`config.mk`:
```
export PLATFORM = sky130hd
export DESIGN_NAME = integer_to_ascii_radix
export DESIGN_NICKNAME = d
export VERILOG_FILES = /design/src/design/itoa_pkg.sv /design/src/design/itoa_front.sv /design/src/design/itoa_back.sv /design/src/design/integer_to_ascii_radix.sv
export SDC_FILE = /design/constraint.sdc
export NUM_CORES = 1
export LEC_CHECK = 0
export BUFFER_PORTS_ARGS = -buffer_cell sky130_fd_sc_hd__buf_4
export CAP_MARGIN = 20
export CORE_UTILIZATION = 40
export CTS_CLUSTER_SIZE = 20
export DETAILED_ROUTE_END_ITERATION = 16
export GPL_ROUTABILITY_DRIVEN = 0
export GPL_TIMING_DRIVEN = 0
export HOLD_SLACK_MARGIN = 0.05
export SYNTH_ARGS = -nofsm -noshare
export SYNTH_HDL_FRONTEND = slang
export SYNTH_SLANG_ARGS = --single-unit
```
`constraint.sdc`:
```
create_clock -name clk_i -period 23.2 [get_ports clk_i]
set_input_delay 4.64 -clock clk_i [delete_from_list [all_inputs] [get_ports clk_i]]
set_output_delay 4.64 -clock clk_i [all_outputs]
set_load 0.005 [all_outputs]
```
`src/design/itoa_pkg.sv`:
```
// ----------------------------------------------------------------------------
// itoa_pkg
// Shared types, constants and helpers for the integer to ASCII converter.
// ----------------------------------------------------------------------------
package itoa_pkg;

  localparam int unsigned NumWidth     = 64;
  localparam int unsigned DivBits      = 8;
  localparam int unsigned StepsPerDigit = NumWidth / DivBits;
  localparam int unsigned StepCntW     = $clog2(StepsPerDigit);
  localparam int unsigned StackDepth   = 64;
  localparam int unsigned StackAw      = $clog2(StackDepth);
  localparam int unsigned DigitCntW    = $clog2(StackDepth + 1);

  localparam logic [5:0] RadixMin    = 6'd2;
  localparam logic [5:0] RadixMax    = 6'd36;
  localparam logic [5:0] SignedRadix = 6'd10;
  localparam logic [5:0] DecimalLim  = 6'd10;

  localparam logic [7:0] CharZero      = 8'h30;
  localparam logic [7:0] CharNine      = 8'h39;
  localparam logic [7:0] CharLowA      = 8'h61;
  localparam logic [7:0] CharLowZ      = 8'h7a;
  localparam logic [7:0] CharAlphaBase = 8'h57;
  localparam logic [7:0] CharMinus     = 8'h2d;

  typedef enum logic [1:0] {
    OpU32 = 2'd0,
    OpU64 = 2'd1,
    OpS32 = 2'd2,
    OpS64 = 2'd3
  } opcode_e;

  typedef struct packed {
    logic [63:0] number_bits;
    logic [1:0]  opcode;
    logic [5:0]  radix;
  } in_item_t;

  typedef struct packed {
    logic [7:0] char_code;
    logic       last_char;
  } out_item_t;

  typedef struct packed {
    logic [NumWidth-1:0] mag;
    logic                neg;
    logic [5:0]          radix;
  } job_t;

  function automatic logic [7:0] digit_to_ascii(input logic [5:0] d);
    logic [7:0] c;
    if (d < DecimalLim) begin
      c = CharZero + {2'b00, d};
    end else begin
      c = CharAlphaBase + {2'b00, d};
    end
    return c;
  endfunction

endpackage

```
`src/design/itoa_front.sv`:
```
// ----------------------------------------------------------------------------
// itoa_front
// Accepts input beats, resolves mode into magnitude, sign and radix, and
// holds classified jobs in a two-entry queue for the back end.
// ----------------------------------------------------------------------------
module itoa_front (
  input  logic               clk_i,
  input  logic               rst_ni,
  input  logic               push,
  output logic               full,
  input  itoa_pkg::in_item_t in_item_i,
  input  logic               job_take_i,
  output logic               job_valid_o,
  output itoa_pkg::job_t     job_o
);

  itoa_pkg::job_t job_d;
  logic [31:0]    low;
  logic [5:0]     sat_radix;

  itoa_pkg::job_t jobs_q [2];
  logic           wr_ptr_q, rd_ptr_q;
  logic [1:0]     cnt_q, cnt_d;
  logic           wr, rd;

  assign low = in_item_i.number_bits[31:0];

  always_comb begin
    if (in_item_i.radix < itoa_pkg::RadixMin) begin
      sat_radix = itoa_pkg::RadixMin;
    end else if (in_item_i.radix > itoa_pkg::RadixMax) begin
      sat_radix = itoa_pkg::RadixMax;
    end else begin
      sat_radix = in_item_i.radix;
    end
  end

  always_comb begin
    job_d.mag   = {32'd0, low};
    job_d.neg   = 1'b0;
    job_d.radix = sat_radix;
    case (itoa_pkg::opcode_e'(in_item_i.opcode))
      itoa_pkg::OpU32: begin
        job_d.mag = {32'd0, low};
      end
      itoa_pkg::OpU64: begin
        job_d.mag = in_item_i.number_bits;
      end
      itoa_pkg::OpS32: begin
        job_d.radix = itoa_pkg::SignedRadix;
        job_d.neg   = low[31];
        job_d.mag   = {32'd0, low[31] ? (~low + 32'd1) : low};
      end
      itoa_pkg::OpS64: begin
        job_d.radix = itoa_pkg::SignedRadix;
        job_d.neg   = in_item_i.number_bits[63];
        job_d.mag   = in_item_i.number_bits[63] ?
                      (~in_item_i.number_bits + 64'd1) : in_item_i.number_bits;
      end
      default: begin
        job_d.mag = {32'd0, low};
      end
    endcase
  end

  assign full        = (cnt_q == 2'd2);
  assign job_valid_o = (cnt_q != 2'd0);
  assign wr          = push && !full;
  assign rd          = job_take_i && job_valid_o;
  assign job_o       = jobs_q[rd_ptr_q];

  always_comb begin
    cnt_d = cnt_q;
    if (wr && !rd) begin
      cnt_d = cnt_q + 2'd1;
    end else if (rd && !wr) begin
      cnt_d = cnt_q - 2'd1;
    end
  end

  always_ff @(posedge clk_i or negedge rst_ni) begin
    if (!rst_ni) begin
      cnt_q    <= 2'd0;
      wr_ptr_q <= 1'b0;
      rd_ptr_q <= 1'b0;
    end else begin
      cnt_q <= cnt_d;
      if (wr) begin
        wr_ptr_q <= !wr_ptr_q;
      end
      if (rd) begin
        rd_ptr_q <= !rd_ptr_q;
      end
    end
  end

  always_ff @(posedge clk_i) begin
    if (wr) begin
      jobs_q[wr_ptr_q] <= job_d;
    end
  end

endmodule

```
`src/design/itoa_back.sv`:
```
// ----------------------------------------------------------------------------
// itoa_back
// Divides the magnitude by the radix one digit at a time, stacks the digits,
// then emits the sign and digits most significant first into an output queue.
// ----------------------------------------------------------------------------
module itoa_back (
  input  logic                clk_i,
  input  logic                rst_ni,
  input  logic                job_valid_i,
  output logic                job_take_o,
  input  itoa_pkg::job_t      job_i,
  output logic                empty,
  input  logic                pop,
  output itoa_pkg::out_item_t out_item_o
);

  typedef enum logic [4:0] {
    StIdle  = 5'b00001,
    StDiv   = 5'b00010,
    StFetch = 5'b00100,
    StSign  = 5'b01000,
    StEmit  = 5'b10000
  } back_state_e;

  back_state_e state_q, state_d;

  logic [itoa_pkg::NumWidth-1:0]  num_q, num_d;
  logic [5:0]                     rem_q, rem_d;
  logic [5:0]                     radix_q;
  logic                           neg_q;
  logic [itoa_pkg::StepCntW-1:0]  step_q;
  logic [itoa_pkg::DigitCntW-1:0] nd_q;
  logic [5:0]                     stack_q [itoa_pkg::StackDepth];
  logic [5:0]                     top_q;
  logic [itoa_pkg::StackAw-1:0]   wr_addr, rd_addr;
  logic [6:0]                     trial;
  logic                           digit_done;
  logic                           stack_push, stack_pop;

  itoa_pkg::out_item_t oq_q [2];
  itoa_pkg::out_item_t beat;
  logic                oq_wr_ptr_q, oq_rd_ptr_q;
  logic [1:0]          oq_cnt_q, oq_cnt_d;
  logic                oq_full, oq_wr, oq_rd;

  always_comb begin
    rem_d = rem_q;
    num_d = num_q;
    trial = 7'd0;
    for (int i = 0; i < itoa_pkg::DivBits; i++) begin
      trial = {rem_d, num_d[itoa_pkg::NumWidth-1]};
      if (trial >= {1'b0, radix_q}) begin
        rem_d = 6'(trial - {1'b0, radix_q});
        num_d = {num_d[itoa_pkg::NumWidth-2:0], 1'b1};
      end else begin
        rem_d = trial[5:0];
        num_d = {num_d[itoa_pkg::NumWidth-2:0], 1'b0};
      end
    end
  end

  assign digit_done = (state_q == StDiv) &&
                      (step_q == itoa_pkg::StepCntW'(itoa_pkg::StepsPerDigit - 1));
  assign job_take_o = (state_q == StIdle) && job_valid_i;
  assign stack_push = digit_done;
  assign stack_pop  = (state_q == StEmit) && !oq_full;

  always_comb begin
    state_d         = state_q;
    oq_wr           = 1'b0;
    beat.char_code  = itoa_pkg::CharMinus;
    beat.last_char  = 1'b0;
    case (state_q)
      StIdle: begin
        if (job_valid_i) begin
          state_d = StDiv;
        end
      end
      StDiv: begin
        if (digit_done && (num_d == '0)) begin
          state_d = StFetch;
        end
      end
      StFetch: begin
        state_d = neg_q ? StSign : StEmit;
      end
      StSign: begin
        if (!oq_full) begin
          oq_wr   = 1'b1;
          state_d = StEmit;
        end
      end
      StEmit: begin
        beat.char_code = itoa_pkg::digit_to_ascii(top_q);
        beat.last_char = (nd_q == itoa_pkg::DigitCntW'(1));
        if (!oq_full) begin
          oq_wr = 1'b1;
          if (nd_q == itoa_pkg::DigitCntW'(1)) begin
            state_d = StIdle;
          end
        end
      end
      default: begin
        state_d = StIdle;
      end
    endcase
  end

  always_ff @(posedge clk_i or negedge rst_ni) begin
    if (!rst_ni) begin
      state_q <= StIdle;
      step_q  <= '0;
      nd_q    <= '0;
    end else begin
      state_q <= state_d;
      if (job_take_o) begin
        step_q <= '0;
        nd_q   <= '0;
      end else begin
        if (state_q == StDiv) begin
          step_q <= step_q + itoa_pkg::StepCntW'(1);
        end
        if (stack_push) begin
          nd_q <= nd_q + itoa_pkg::DigitCntW'(1);
        end else if (stack_pop) begin
          nd_q <= nd_q - itoa_pkg::DigitCntW'(1);
        end
      end
    end
  end

  always_ff @(posedge clk_i) begin
    if (job_take_o) begin
      num_q   <= job_i.mag;
      neg_q   <= job_i.neg;
      radix_q <= job_i.radix;
      rem_q   <= 6'd0;
    end else if (state_q == StDiv) begin
      num_q <= num_d;
      rem_q <= digit_done ? 6'd0 : rem_d;
    end
  end

  assign wr_addr = itoa_pkg::StackAw'(nd_q);
  assign rd_addr = stack_pop ? itoa_pkg::StackAw'(nd_q - itoa_pkg::DigitCntW'(2))
                             : itoa_pkg::StackAw'(nd_q - itoa_pkg::DigitCntW'(1));

  always_ff @(posedge clk_i) begin
    if (stack_push) begin
      stack_q[wr_addr] <= rem_d;
    end
    top_q <= stack_q[rd_addr];
  end

  assign oq_full    = (oq_cnt_q == 2'd2);
  assign empty      = (oq_cnt_q == 2'd0);
  assign oq_rd      = pop && !empty;
  assign out_item_o = oq_q[oq_rd_ptr_q];

  always_comb begin
    oq_cnt_d = oq_cnt_q;
    if (oq_wr && !oq_rd) begin
      oq_cnt_d = oq_cnt_q + 2'd1;
    end else if (oq_rd && !oq_wr) begin
      oq_cnt_d = oq_cnt_q - 2'd1;
    end
  end

  always_ff @(posedge clk_i or negedge rst_ni) begin
    if (!rst_ni) begin
      oq_cnt_q    <= 2'd0;
      oq_wr_ptr_q <= 1'b0;
      oq_rd_ptr_q <= 1'b0;
    end else begin
      oq_cnt_q <= oq_cnt_d;
      if (oq_wr) begin
        oq_wr_ptr_q <= !oq_wr_ptr_q;
      end
      if (oq_rd) begin
        oq_rd_ptr_q <= !oq_rd_ptr_q;
      end
    end
  end

  always_ff @(posedge clk_i) begin
    if (oq_wr) begin
      oq_q[oq_wr_ptr_q] <= beat;
    end
  end

endmodule

```
`src/design/integer_to_ascii_radix.sv`:
```
// ----------------------------------------------------------------------------
// integer_to_ascii_radix
// Converts one integer per input beat into its ASCII text, one character per
// output beat, most significant character first.
//
//   channel  handshake      payload      direction
//   input    push / full    in_item_i    number_bits, opcode, radix
//   output   empty / pop    out_item_o   char_code, last_char
//
// The remainder unit retires 8 dividend bits per cycle; each item is taken,
// divided into digits, given a stack fetch, then emitted as an optional minus
// sign followed by its digits.
// Reset clears the queues and the sequencer; there is no clearing pass.
// A two-entry job queue lets the front take items while the back divides;
// a two-entry output queue holds characters while pop is low.
// ----------------------------------------------------------------------------
module integer_to_ascii_radix (
  input  logic                clk_i,
  input  logic                rst_ni,
  input  logic                push,
  output logic                full,
  input  itoa_pkg::in_item_t  in_item_i,
  output logic                empty,
  input  logic                pop,
  output itoa_pkg::out_item_t out_item_o
);

  logic           job_valid;
  logic           job_take;
  itoa_pkg::job_t job;

  itoa_front u_front (
    .clk_i       (clk_i),
    .rst_ni      (rst_ni),
    .push        (push),
    .full        (full),
    .in_item_i   (in_item_i),
    .job_take_i  (job_take),
    .job_valid_o (job_valid),
    .job_o       (job)
  );

  itoa_back u_back (
    .clk_i       (clk_i),
    .rst_ni      (rst_ni),
    .job_valid_i (job_valid),
    .job_take_o  (job_take),
    .job_i       (job),
    .empty       (empty),
    .pop         (pop),
    .out_item_o  (out_item_o)
  );

  a_take_valid: assert property (@(posedge clk_i) disable iff (!rst_ni)
    job_take |-> job_valid)
    else $error("job taken while none queued");

  a_take_spaced: assert property (@(posedge clk_i) disable iff (!rst_ni)
    job_take |=> !job_take)
    else $error("back end took two jobs in consecutive cycles");

  a_minus_not_last: assert property (@(posedge clk_i) disable iff (!rst_ni)
    (!empty && out_item_o.char_code == itoa_pkg::CharMinus) |-> !out_item_o.last_char)
    else $error("minus sign flagged as final character");

  a_char_range: assert property (@(posedge clk_i) disable iff (!rst_ni)
    !empty |-> (out_item_o.char_code == itoa_pkg::CharMinus) ||
               (out_item_o.char_code >= itoa_pkg::CharZero &&
                out_item_o.char_code <= itoa_pkg::CharNine) ||
               (out_item_o.char_code >= itoa_pkg::CharLowA &&
                out_item_o.char_code <= itoa_pkg::CharLowZ))
    else $error("character outside digit and sign set");

endmodule

```
# Word level (Yosys, flattened, before mapping)
# Memory sizes are Yosys's and may differ from the RTL's. A register that Yosys moved wholly into a read port is not among the register bits.
# Index checks and enable logic that the tools add are counted.
# totals
input_bits	76
out_inout_bits	11
mem_count	3
ff_bits	100
mem_bits_rw	544
elab_cells	150
# classes
add_sub_neg	20
order_cmp	11
n_eq_ne	17
mux	52
n_reduce_logical	32
bitwise_logic	2
# mem_list
name	depth	width	read_ports	rd_clocked_by_memory_dff	wr	line	rtl
u_back.stack_q	64	6	1	1	1	itoa_back.sv:33	logic [5:0] stack_q [itoa_pkg::StackDepth];
u_front.jobs_q	2	71	1	0	1	itoa_front.sv:21	itoa_pkg::job_t jobs_q [2];
u_back.oq_q	2	9	1	0	1	itoa_back.sv:40	itoa_pkg::out_item_t oq_q [2];
# op_table
op	count
64-bit case mux with 4 select lines	1
64-bit two-way mux	3
6-bit two-way mux	12
64-bit by 1-bit adder with 64-bit output (second input constant)	1
64-bit logical NOT	1
64-bit inverter	1
7-bit by 6-bit greater-or-equal comparator with 1-bit output	8
6-bit subtractor	8
32-bit by 1-bit adder with 32-bit output (second input constant)	1
32-bit two-way mux	1
32-bit inverter	1
5-bit two-way mux	6
5-bit case mux with 5 select lines	1
7-bit two-way mux	3
1-bit two-way mux	16
7-bit case mux with 2 select lines	1
1-bit logical AND	11
1-bit logical NOT	11
9-bit two-way mux	1
7-bit by 6-bit adder with 8-bit output (first input constant)	1
2-bit == test (second input constant)	4
2-bit two-way mux	4
8-bit two-way mux	1
2-bit != test (second input constant)	4
other kinds (25)	32

# Depth between registers and ports, before layout
# Gate-level depths: netlist of run 1.
# logic_depth
ltp_word	20
mapped_depth	81
mapped_depth_nobuf	78

# Hierarchy
# Synthesis of run 1 repeated with hierarchy kept, for this count alone.
# unflattened
cells_unflattened	2200
area_unflattened_um2	30875.9
# modules_own_cells
module	area_each_um2	n_inst	cells_per_inst	seq_area_each_um2
itoa_back	23455.0	1	1608	14920.6
itoa_front	7420.9	1	592	4364.2

# Least setup slack after synthesis of run 1
# Ideal clock, no wire load.
# synth_timing
kind	reg2reg
startpoint	register u_back.radix_q[1]
endpoint	memory u_back.stack_q[0][1], data pin
slack_ns	5.594
period_less_slack_ns	17.606
setup_ns	0.571
path_buffers	2
required_ns	22.629
arrival_ns	17.035
path_stages_with_launch	77
cell_sequence	edfxtp_1 inv_1 ha_1 a21o_1 a31oi_2 o21ai_4 o21ai_0 inv_1 ha_1 nor2b_1 o31a_1 o311ai_2 o2111ai_2 mux2i_1 inv_1 ha_1 and3_1 a311oi_1 [41 not listed] o21ai_0 nand3b_1 a21oi_1 inv_1 a211oi_2 and3_1 mux2_2 mux2i_1 ha_1 o21ai_0 nand2b_1 a31o_2 a21o_1 a21o_1 a221o_1 a221oi_2 buf_4 mux2i_1
# synth_between
elab_chain_cells	16
elab_cells_between_ends	24
cone_classes	8 x add/sub; 8 x order compare; 8 x mux
# synth_rtl
item	line	rtl
start, declared	itoa_back.sv:29	logic [5:0] radix_q;
start signal, assigned	itoa_back.sv:136	radix_q <= job_i.radix;
6-bit subtractor / 7-bit by 6-bit greater-or-equal comparator with 1-bit output (equally long branches)	itoa_back.sv:53, itoa_back.sv:52	
6-bit two-way mux	itoa_back.sv:52	if (trial >= {1'b0, radix_q}) begin
6-bit subtractor / 7-bit by 6-bit greater-or-equal comparator with 1-bit output (equally long branches)	itoa_back.sv:53, itoa_back.sv:52	
6-bit two-way mux	itoa_back.sv:52	
6-bit subtractor / 7-bit by 6-bit greater-or-equal comparator with 1-bit output (equally long branches)	itoa_back.sv:53, itoa_back.sv:52	
6-bit two-way mux	itoa_back.sv:52	
6-bit subtractor / 7-bit by 6-bit greater-or-equal comparator with 1-bit output (equally long branches)	itoa_back.sv:53, itoa_back.sv:52	
6-bit two-way mux	itoa_back.sv:52	
6-bit subtractor / 7-bit by 6-bit greater-or-equal comparator with 1-bit output (equally long branches)	itoa_back.sv:53, itoa_back.sv:52	
6-bit two-way mux	itoa_back.sv:52	
7-bit by 6-bit greater-or-equal comparator with 1-bit output / 6-bit subtractor (equally long branches)	itoa_back.sv:52, itoa_back.sv:53	
6-bit two-way mux	itoa_back.sv:52	
7-bit by 6-bit greater-or-equal comparator with 1-bit output / 6-bit subtractor (equally long branches)	itoa_back.sv:52, itoa_back.sv:53	
6-bit two-way mux	itoa_back.sv:52	
6-bit subtractor / 7-bit by 6-bit greater-or-equal comparator with 1-bit output (equally long branches)	itoa_back.sv:53, itoa_back.sv:52	
6-bit two-way mux *	itoa_back.sv:52	
via u_back.rem_d[1]	itoa_back.sv:28	logic [5:0] rem_q, rem_d;
end, declared	itoa_back.sv:33	
# Mark *: on every way through the listed nets, which the timed path passes. The rest lies on a longest branch.

# Worst setup path in the final report of run 1
# layout_timing
startpoint	register u_back.radix_q[1]
endpoint	memory u_back.stack_q[34][1], data pin
# Same word-level chain as after synthesis.

==> results.md, run 1 <==
* Status: finished clean
* Nets at 2369
* Max_slew headroom at 28.09%
* Initial core utilization at 40.47%
* Largest net degree at the start of global routing at 66
* Count of final setup violators at 0
* CTS Root Cell: clkbuf_16
* Worst EP required at 23.65 ns
* Max Fclk at 0.04928 GHz
* Yosys warns at 0
* Hold/Removal Path Class: flip-flop to flip-flop
* TritonCTS buffer count at 69
* Post-synth top area share at 61.29%
* Clock slew seen by the registers of the worst setup and hold paths at 0.06 ns
* Yosys reg bits at 650
* Post-CTS Setup Inserts at 0
* Main synth FF type: edfxtp_1
* Vias in the first global route at 18080
* Synth cell types at 84
* Initial antenna violation count at 0
* MaxCap Viol Count at 0
* Most common cell in the netlist: edfxtp_1
* R2r setup slk at 2.91 ns
* Die area at 76430 um2
* CP Capture Type: flip-flop
* Final Worst Setup Slack at 2.907 ns
* Synth top area cells: edfxtp_1, mux4_2, mux2i_1, ha_1, nor2_1
* Routed Antenna Nets at 0
* CORE AREA at 74450 um2
* TritonCTS clock tree: yes
* Place WS at 2.948 ns
* Hold_buf cts at 0
* Final period utilization at 87.47%
* Syn Inst Count at 2051
* Vias per inst at 5.477
* Crit-path slowest cell: edfxtp_1
* Synth Net Count at 2202
* Final HPWL DP at 49210 um
* N_diodes at 0
* Drc violations at 0
* Async set-or-reset flop fraction in the synthesized netlist at 3.538%
* Die Wd at 276.5 um
* WP buf/inv at 10
* Wire per inst at 21.38 um
* Congestion Overflow GR at 0
* Drt total wl at 69340 um
* FILL cells at 6475
* Min Tclk post-route at 20.29 ns
* Setup crit start kind: flip-flop
* Crit Path Max Fanout at 30
* Share of layout cells above drive strength 1 at 17.24%
* H-tree depth at 3
* Clk_skew at 0.02570 ns
* Fin. Hold Viols at 0
* Die height at 276.5 um
* Syn Area/Cell at 14.69 um2
* Row cnt at 100
* Clk_lat worst skew at 0.61 ns
* Area of the mapped netlist at 30130 um2
* Setup TNS at 0 ns
* Critical path arrival at 20.74 ns
* IO Pins at 87
* Initial DRC count at 1280
* Post-synth top cells: edfxtp_1, nor2_1, nand2_1
* Top delay family on crit path: compound AO/OA/AOI/OAI gates
* Count of pins over their slew limit at 0
* Worst-margin pin slew at 1.075 ns
* 1st-pass router iterations at 5
* Cell repeated most along the worst path: ha_1
* Syn-to-layout area delta at 14.77%
* All-layer global routing usage at 18.17%
* Cts repair resizes at 0
* Post-synth EDFFs at 615
* Sequential element share of the synthesized area at 64.00%
* First-pass GRT wire length at 107100 um
* Port Buffer Count at 85
* Critical path type: flip-flop to flip-flop
* RSZ-0062 raised after global routing: no
* CTS sink cnt at 650
* Vias at 17760
* Post-synth top area cell: edfxtp_1
* Max stage delay on crit path at 0.81 ns
* Clock buffer depth at 3
==> stage by stage <==
step | area [um2] | util, % | instances | hold slack, ns
3_3_place_gp | 31980 | 42.96 | 3105 | 0.4759
4_1_cts | 34580 | 46.45 | 3242 | 0.5102
3_5_place_dp | 32250 | 43.32 | 3115 | 0.4986
2_1_floorplan | 30130 | - | 2051 | 0.4608
5_1_grt | 34580 | 46.45 | 3243 | 0.5617
6_report | 34580 | 46.45 | 3243 | 0.5214
==> cell type report <==
type	instances	area [um2]	area share [%]
flip-flops and latches	650	19280	55.76
multi-input cells	1259	10320	29.83
clock buffers	81	1846	5.336
well taps	969	1212	3.506
repair buffers	96	873.3	2.525
clock inverters	46	481.7	1.393
plain buffers	82	342.8	0.9913
inverters	60	225.2	0.6512
==> per-layer routing <==
| metal | vias to the layer above | part of all wire (%) | routed length, um | track usage, % |
|---|---|---|---|---|
| met5 | - | 0 | 0 | 0 |
| met4 | 0 | 1.9 | 1294 | 4.985 |
| met3 | 93 | 5.0 | 3484 | 2.780 |
| met2 | 474 | 48 | 33250 | 30.03 |
| met1 | 8930 | 45 | 31300 | 24.93 |
| li1 | 8266 | - | - | - |
==> registers in the layout, indices dropped and copies added, names as in the netlist <==
name	flops
u_back.oq_cnt_q	2
u_back.top_q	6
u_front.cnt_q	2
u_back.oq_q	18
u_back.radix_q	6
u_front.rd_ptr_q	1
u_back.state_q	5
u_back.step_q	3
u_back.stack_q	384
u_back.oq_rd_ptr_q	1
u_back.num_q	64
u_back.neg_q	1
u_front.wr_ptr_q	1
u_back.oq_wr_ptr_q	1
u_back.nd_q	7
u_front.jobs_q	142
u_back.rem_q	6
==> path summary, 6_finish.rpt <==
path                                               from  cells past startpoint                              end
hold reg to reg            u_front.cnt_q[1]$_DFFE_PN0P_                      1     u_front.cnt_q[1]$_DFFE_PN0P_
max in group asynchronous                        rst_ni                      1    u_back.state_q[0]$_DFFE_PN1P_
setup / recovery            u_back.radix_q[1]$_DFFE_PP_                     76  u_back.stack_q[34][1]$_DFFE_PP_
setup reg to reg            u_back.radix_q[1]$_DFFE_PP_                     76  u_back.stack_q[34][1]$_DFFE_PP_
min in group asynchronous                        rst_ni                      1       u_back.nd_q[6]$_DFFE_PN0P_
hold / removal             u_front.cnt_q[1]$_DFFE_PN0P_                      1     u_front.cnt_q[1]$_DFFE_PN0P_
==> layout by cell type (no fill, tap or decap), types with 14 or more instances in the layout <==
cell	count
edfxtp_1	615
nor2_1	171
nand2_1	123
o21ai_0	113
mux4_2	102
mux2i_1	93
buf_4	87
a21oi_1	84
clkbuf_16	72
ha_1	67
clkbuf_1	63
xnor2_1	57
inv_1	57
nor2b_1	42
xor2_1	40
a211oi_1	34
mux2_2	31
nor3_1	22
nor4_1	22
dfrtp_1	22
nand3_1	20
or3_1	17
clkinv_1	17
and2_1	16
a21o_1	14
o31ai_1	14
==> kinds of logic (layout without fill, tap and decap cells) <==
kind of cell	Yosys count	count (layout)	share of synthesized area (%)
AOI/OAI and AO/OA	352	352	7.720
xor gates and xnor gates	97	97	2.820
buffers and inverters	142	365	1.885
adders and majority gates	75	75	3.314
muxes	233	233	12.21
and+or+nand+nor	502	502	8.048
DFF	650	650	64.00
Power of run 1 is left out: the tool's default activity adds up to more than one toggle a clock period on the data nets, which glitch-free logic cannot reach.
==> inputs of run 2 (changes only) <==
SYNTH_HIERARCHICAL = 1   (was unset)
==> results.md, run 2 <==
* Sequential element share of the synthesized area at 62.46%
* CTS Root Cell: clkbuf_16
* Port Buffer Count at 84
* Post-synth top area share at 59.81%
* Routed Antenna Nets at 0
* Largest net degree at the start of global routing at 66
* Vias at 19040
* Initial core utilization at 40.52%
* Clock slew seen by the registers of the worst setup and hold paths at 0.06 ns
* Area of the mapped netlist at 30880 um2
* Count of final setup violators at 0
* Final Worst Setup Slack at 2.577 ns
* CORE AREA at 76200 um2
* Worst reg-to-reg path cell count at 69
* Most common cell in the netlist: edfxtp_1
* Crit Path Max Fanout at 30
* R2r setup slk at 2.58 ns
* First-pass GRT wire length at 113400 um
* Hold_sp: u_front/cnt_q[1]$_DFFE_PN0P_
* All-layer global routing usage at 19.02%
* 1st-pass router iterations at 7
* Final period utilization at 88.89%
* Row cnt at 101
* Crit-path slowest cell: a211oi_2
* Initial DRC count at 1439
* Min Tclk post-route at 20.62 ns
* Post-CTS Setup Inserts at 0
* Die Wd at 279.8 um
* Max_slew headroom at 31.33%
* Hold_buf cts at 0
* Clk_lat worst skew at 0.61 ns
* RSZ-0062 raised after global routing: no
* Routed wl met2 at 37000 um
* Reg area at 19280 um2
* MaxCap Viol Count at 0
* Fin. Hold Viols at 0
* Biggest register: u_back/stack_q
* Vias per inst at 5.528
* Congestion Overflow GR at 0
* Max FFs per register at 384
* Critical R2R Launch: u_back/radix_q[1]$_DFFE_PP_
* H-tree depth at 3
* TritonCTS clock tree: yes
* Cts repair resizes at 0
* Post-synth top cells: edfxtp_1, nand2_1, nor2_1
* Yosys reg bits at 650
* Place WS at 2.417 ns
* Synth Net Count at 2351
* Main synth FF type: edfxtp_1
* Die area at 78300 um2
* Syn Inst Count at 2200
* Commonest non-fill, non-tap cells in the layout: edfxtp_1, nand2_1, nor2_1
* Max stage delay on crit path at 0.74 ns
* Critical path type: flip-flop to flip-flop
* Post-synth EDFFs at 615
* Setup TNS at 0 ns
* IO Pins at 87
* Wire per inst at 21.47 um
* Status: finished clean
* Synth top area cells: edfxtp_1, mux4_2, mux2_2, nand2_1, ha_1
* Final HPWL DP at 52160 um
* Async set-or-reset flop fraction in the synthesized netlist at 3.538%
* Vias in the first global route at 19290
* Worst-margin pin slew at 1.023 ns
* Max Fclk at 0.04849 GHz
* Initial antenna violation count at 1
* Clk_skew at 0.02521 ns
* CP Capture Type: flip-flop
* Met3 Routed Length at 3600 um
* Hold/Removal Path Class: flip-flop to flip-flop
* N_diodes at 0
* Syn Area/Cell at 14.03 um2
* Top flop regs: u_back/stack_q (384), u_front/jobs_q (142), u_back/num_q (64)
* Worst EP required at 23.65 ns
* Drc violations at 0
* CTS sink cnt at 650
* Critical path arrival at 21.08 ns
* Syn-to-layout area delta at 13.81%
* Hold path cells at 1
* Drt total wl at 73960 um
* Setup crit start kind: flip-flop
* Post-synth top area cell: edfxtp_1
* Share of layout cells above drive strength 1 at 18.72%
* TritonCTS buffer count at 69
* Synth cell types at 101
* Yosys warns at 6
* Cell repeated most along the worst path: o21ai_0
* WHS at 0.4959 ns
* Max Used Layer: met5
* Clock buffer depth at 3
* FILL cells at 6663
* Die height at 279.8 um
* Nets at 2515
* Area of the multi-input gates at 10990 um2
* Critical path startpoint: u_back/radix_q[1]$_DFFE_PP_
* Commonest non-fill, non-tap cell in the layout: edfxtp_1
* Count of pins over their slew limit at 0
* Met1 Routed Length at 30910 um
## run 2: cell type report
type	count	share of cell area, %
Clock buffer	86	5.213
Timing Repair Buffer	93	2.321
Clock inverter	35	0.8652
Inverter	61	0.6516
Buffer	94	1.118
Sequential cell	650	54.88
Tap cell	1030	3.667
Multi-Input combinational cell	1395	31.29
## run 2: final timing paths
path	to
hold reg to reg	u_front/cnt_q[1]$_DFFE_PN0P_
hold / removal	u_front/cnt_q[1]$_DFFE_PN0P_
min in group asynchronous	u_back/nd_q[5]$_DFFE_PN0P_
setup reg to reg	u_back/stack_q[55][0]$_DFFE_PP_
max in group asynchronous	u_back/state_q[0]$_DFFE_PN1P_
setup / recovery	u_back/stack_q[55][0]$_DFFE_PP_
## run 2: kinds of logic (layout without fill, tap and decap cells)
| group | count (synthesis) | count (layout) | share of synthesized area (%) |
|---|---|---|---|
| AND/OR/NAND/NOR | 683 | 683 | 10.44 |
| flip-flops | 650 | 650 | 62.46 |
| AO/OA/AOI/OAI | 313 | 313 | 7.015 |
| multiplexers | 252 | 252 | 12.79 |
| buffers and inverters | 155 | 369 | 2.014 |
| adder cells (fa/ha/maj) | 76 | 76 | 3.266 |
| XOR/XNOR | 71 | 71 | 2.014 |
## run 2: critical path: cells and delay by family, from the launching register on
family                     cells  cell delay (ns)
buffers and inverters          7             1.38
AOI/OAI and AO/OA             38            10.63
muxes                          7             3.79
and+or+nand+nor                9             1.43
DFF                            1             0.60
adders and majority gates      8             2.58
## run 2: metrics by stage
step / utilization [%] / instances / cell area (um2)
2_1_floorplan: - / 2200 / 30880
3_3_place_gp: 43.04 / 3314 / 32800
3_5_place_dp: 43.27 / 3321 / 32970
4_1_cts: 46.07 / 3442 / 35110
5_1_grt: 46.12 / 3444 / 35140
6_report: 46.12 / 3444 / 35140
## run 2: metal layers
| layer | track usage, % | vias to the layer above |
|---|---|---|
| li1 | - | 8768 |
| met5 | 0 | - |
| met4 | 6.796 | 2 |
| met3 | 2.861 | 148 |
| met2 | 32.79 | 567 |
| met1 | 24.30 | 9553 |
Power of run 2 is left out for the same reason.
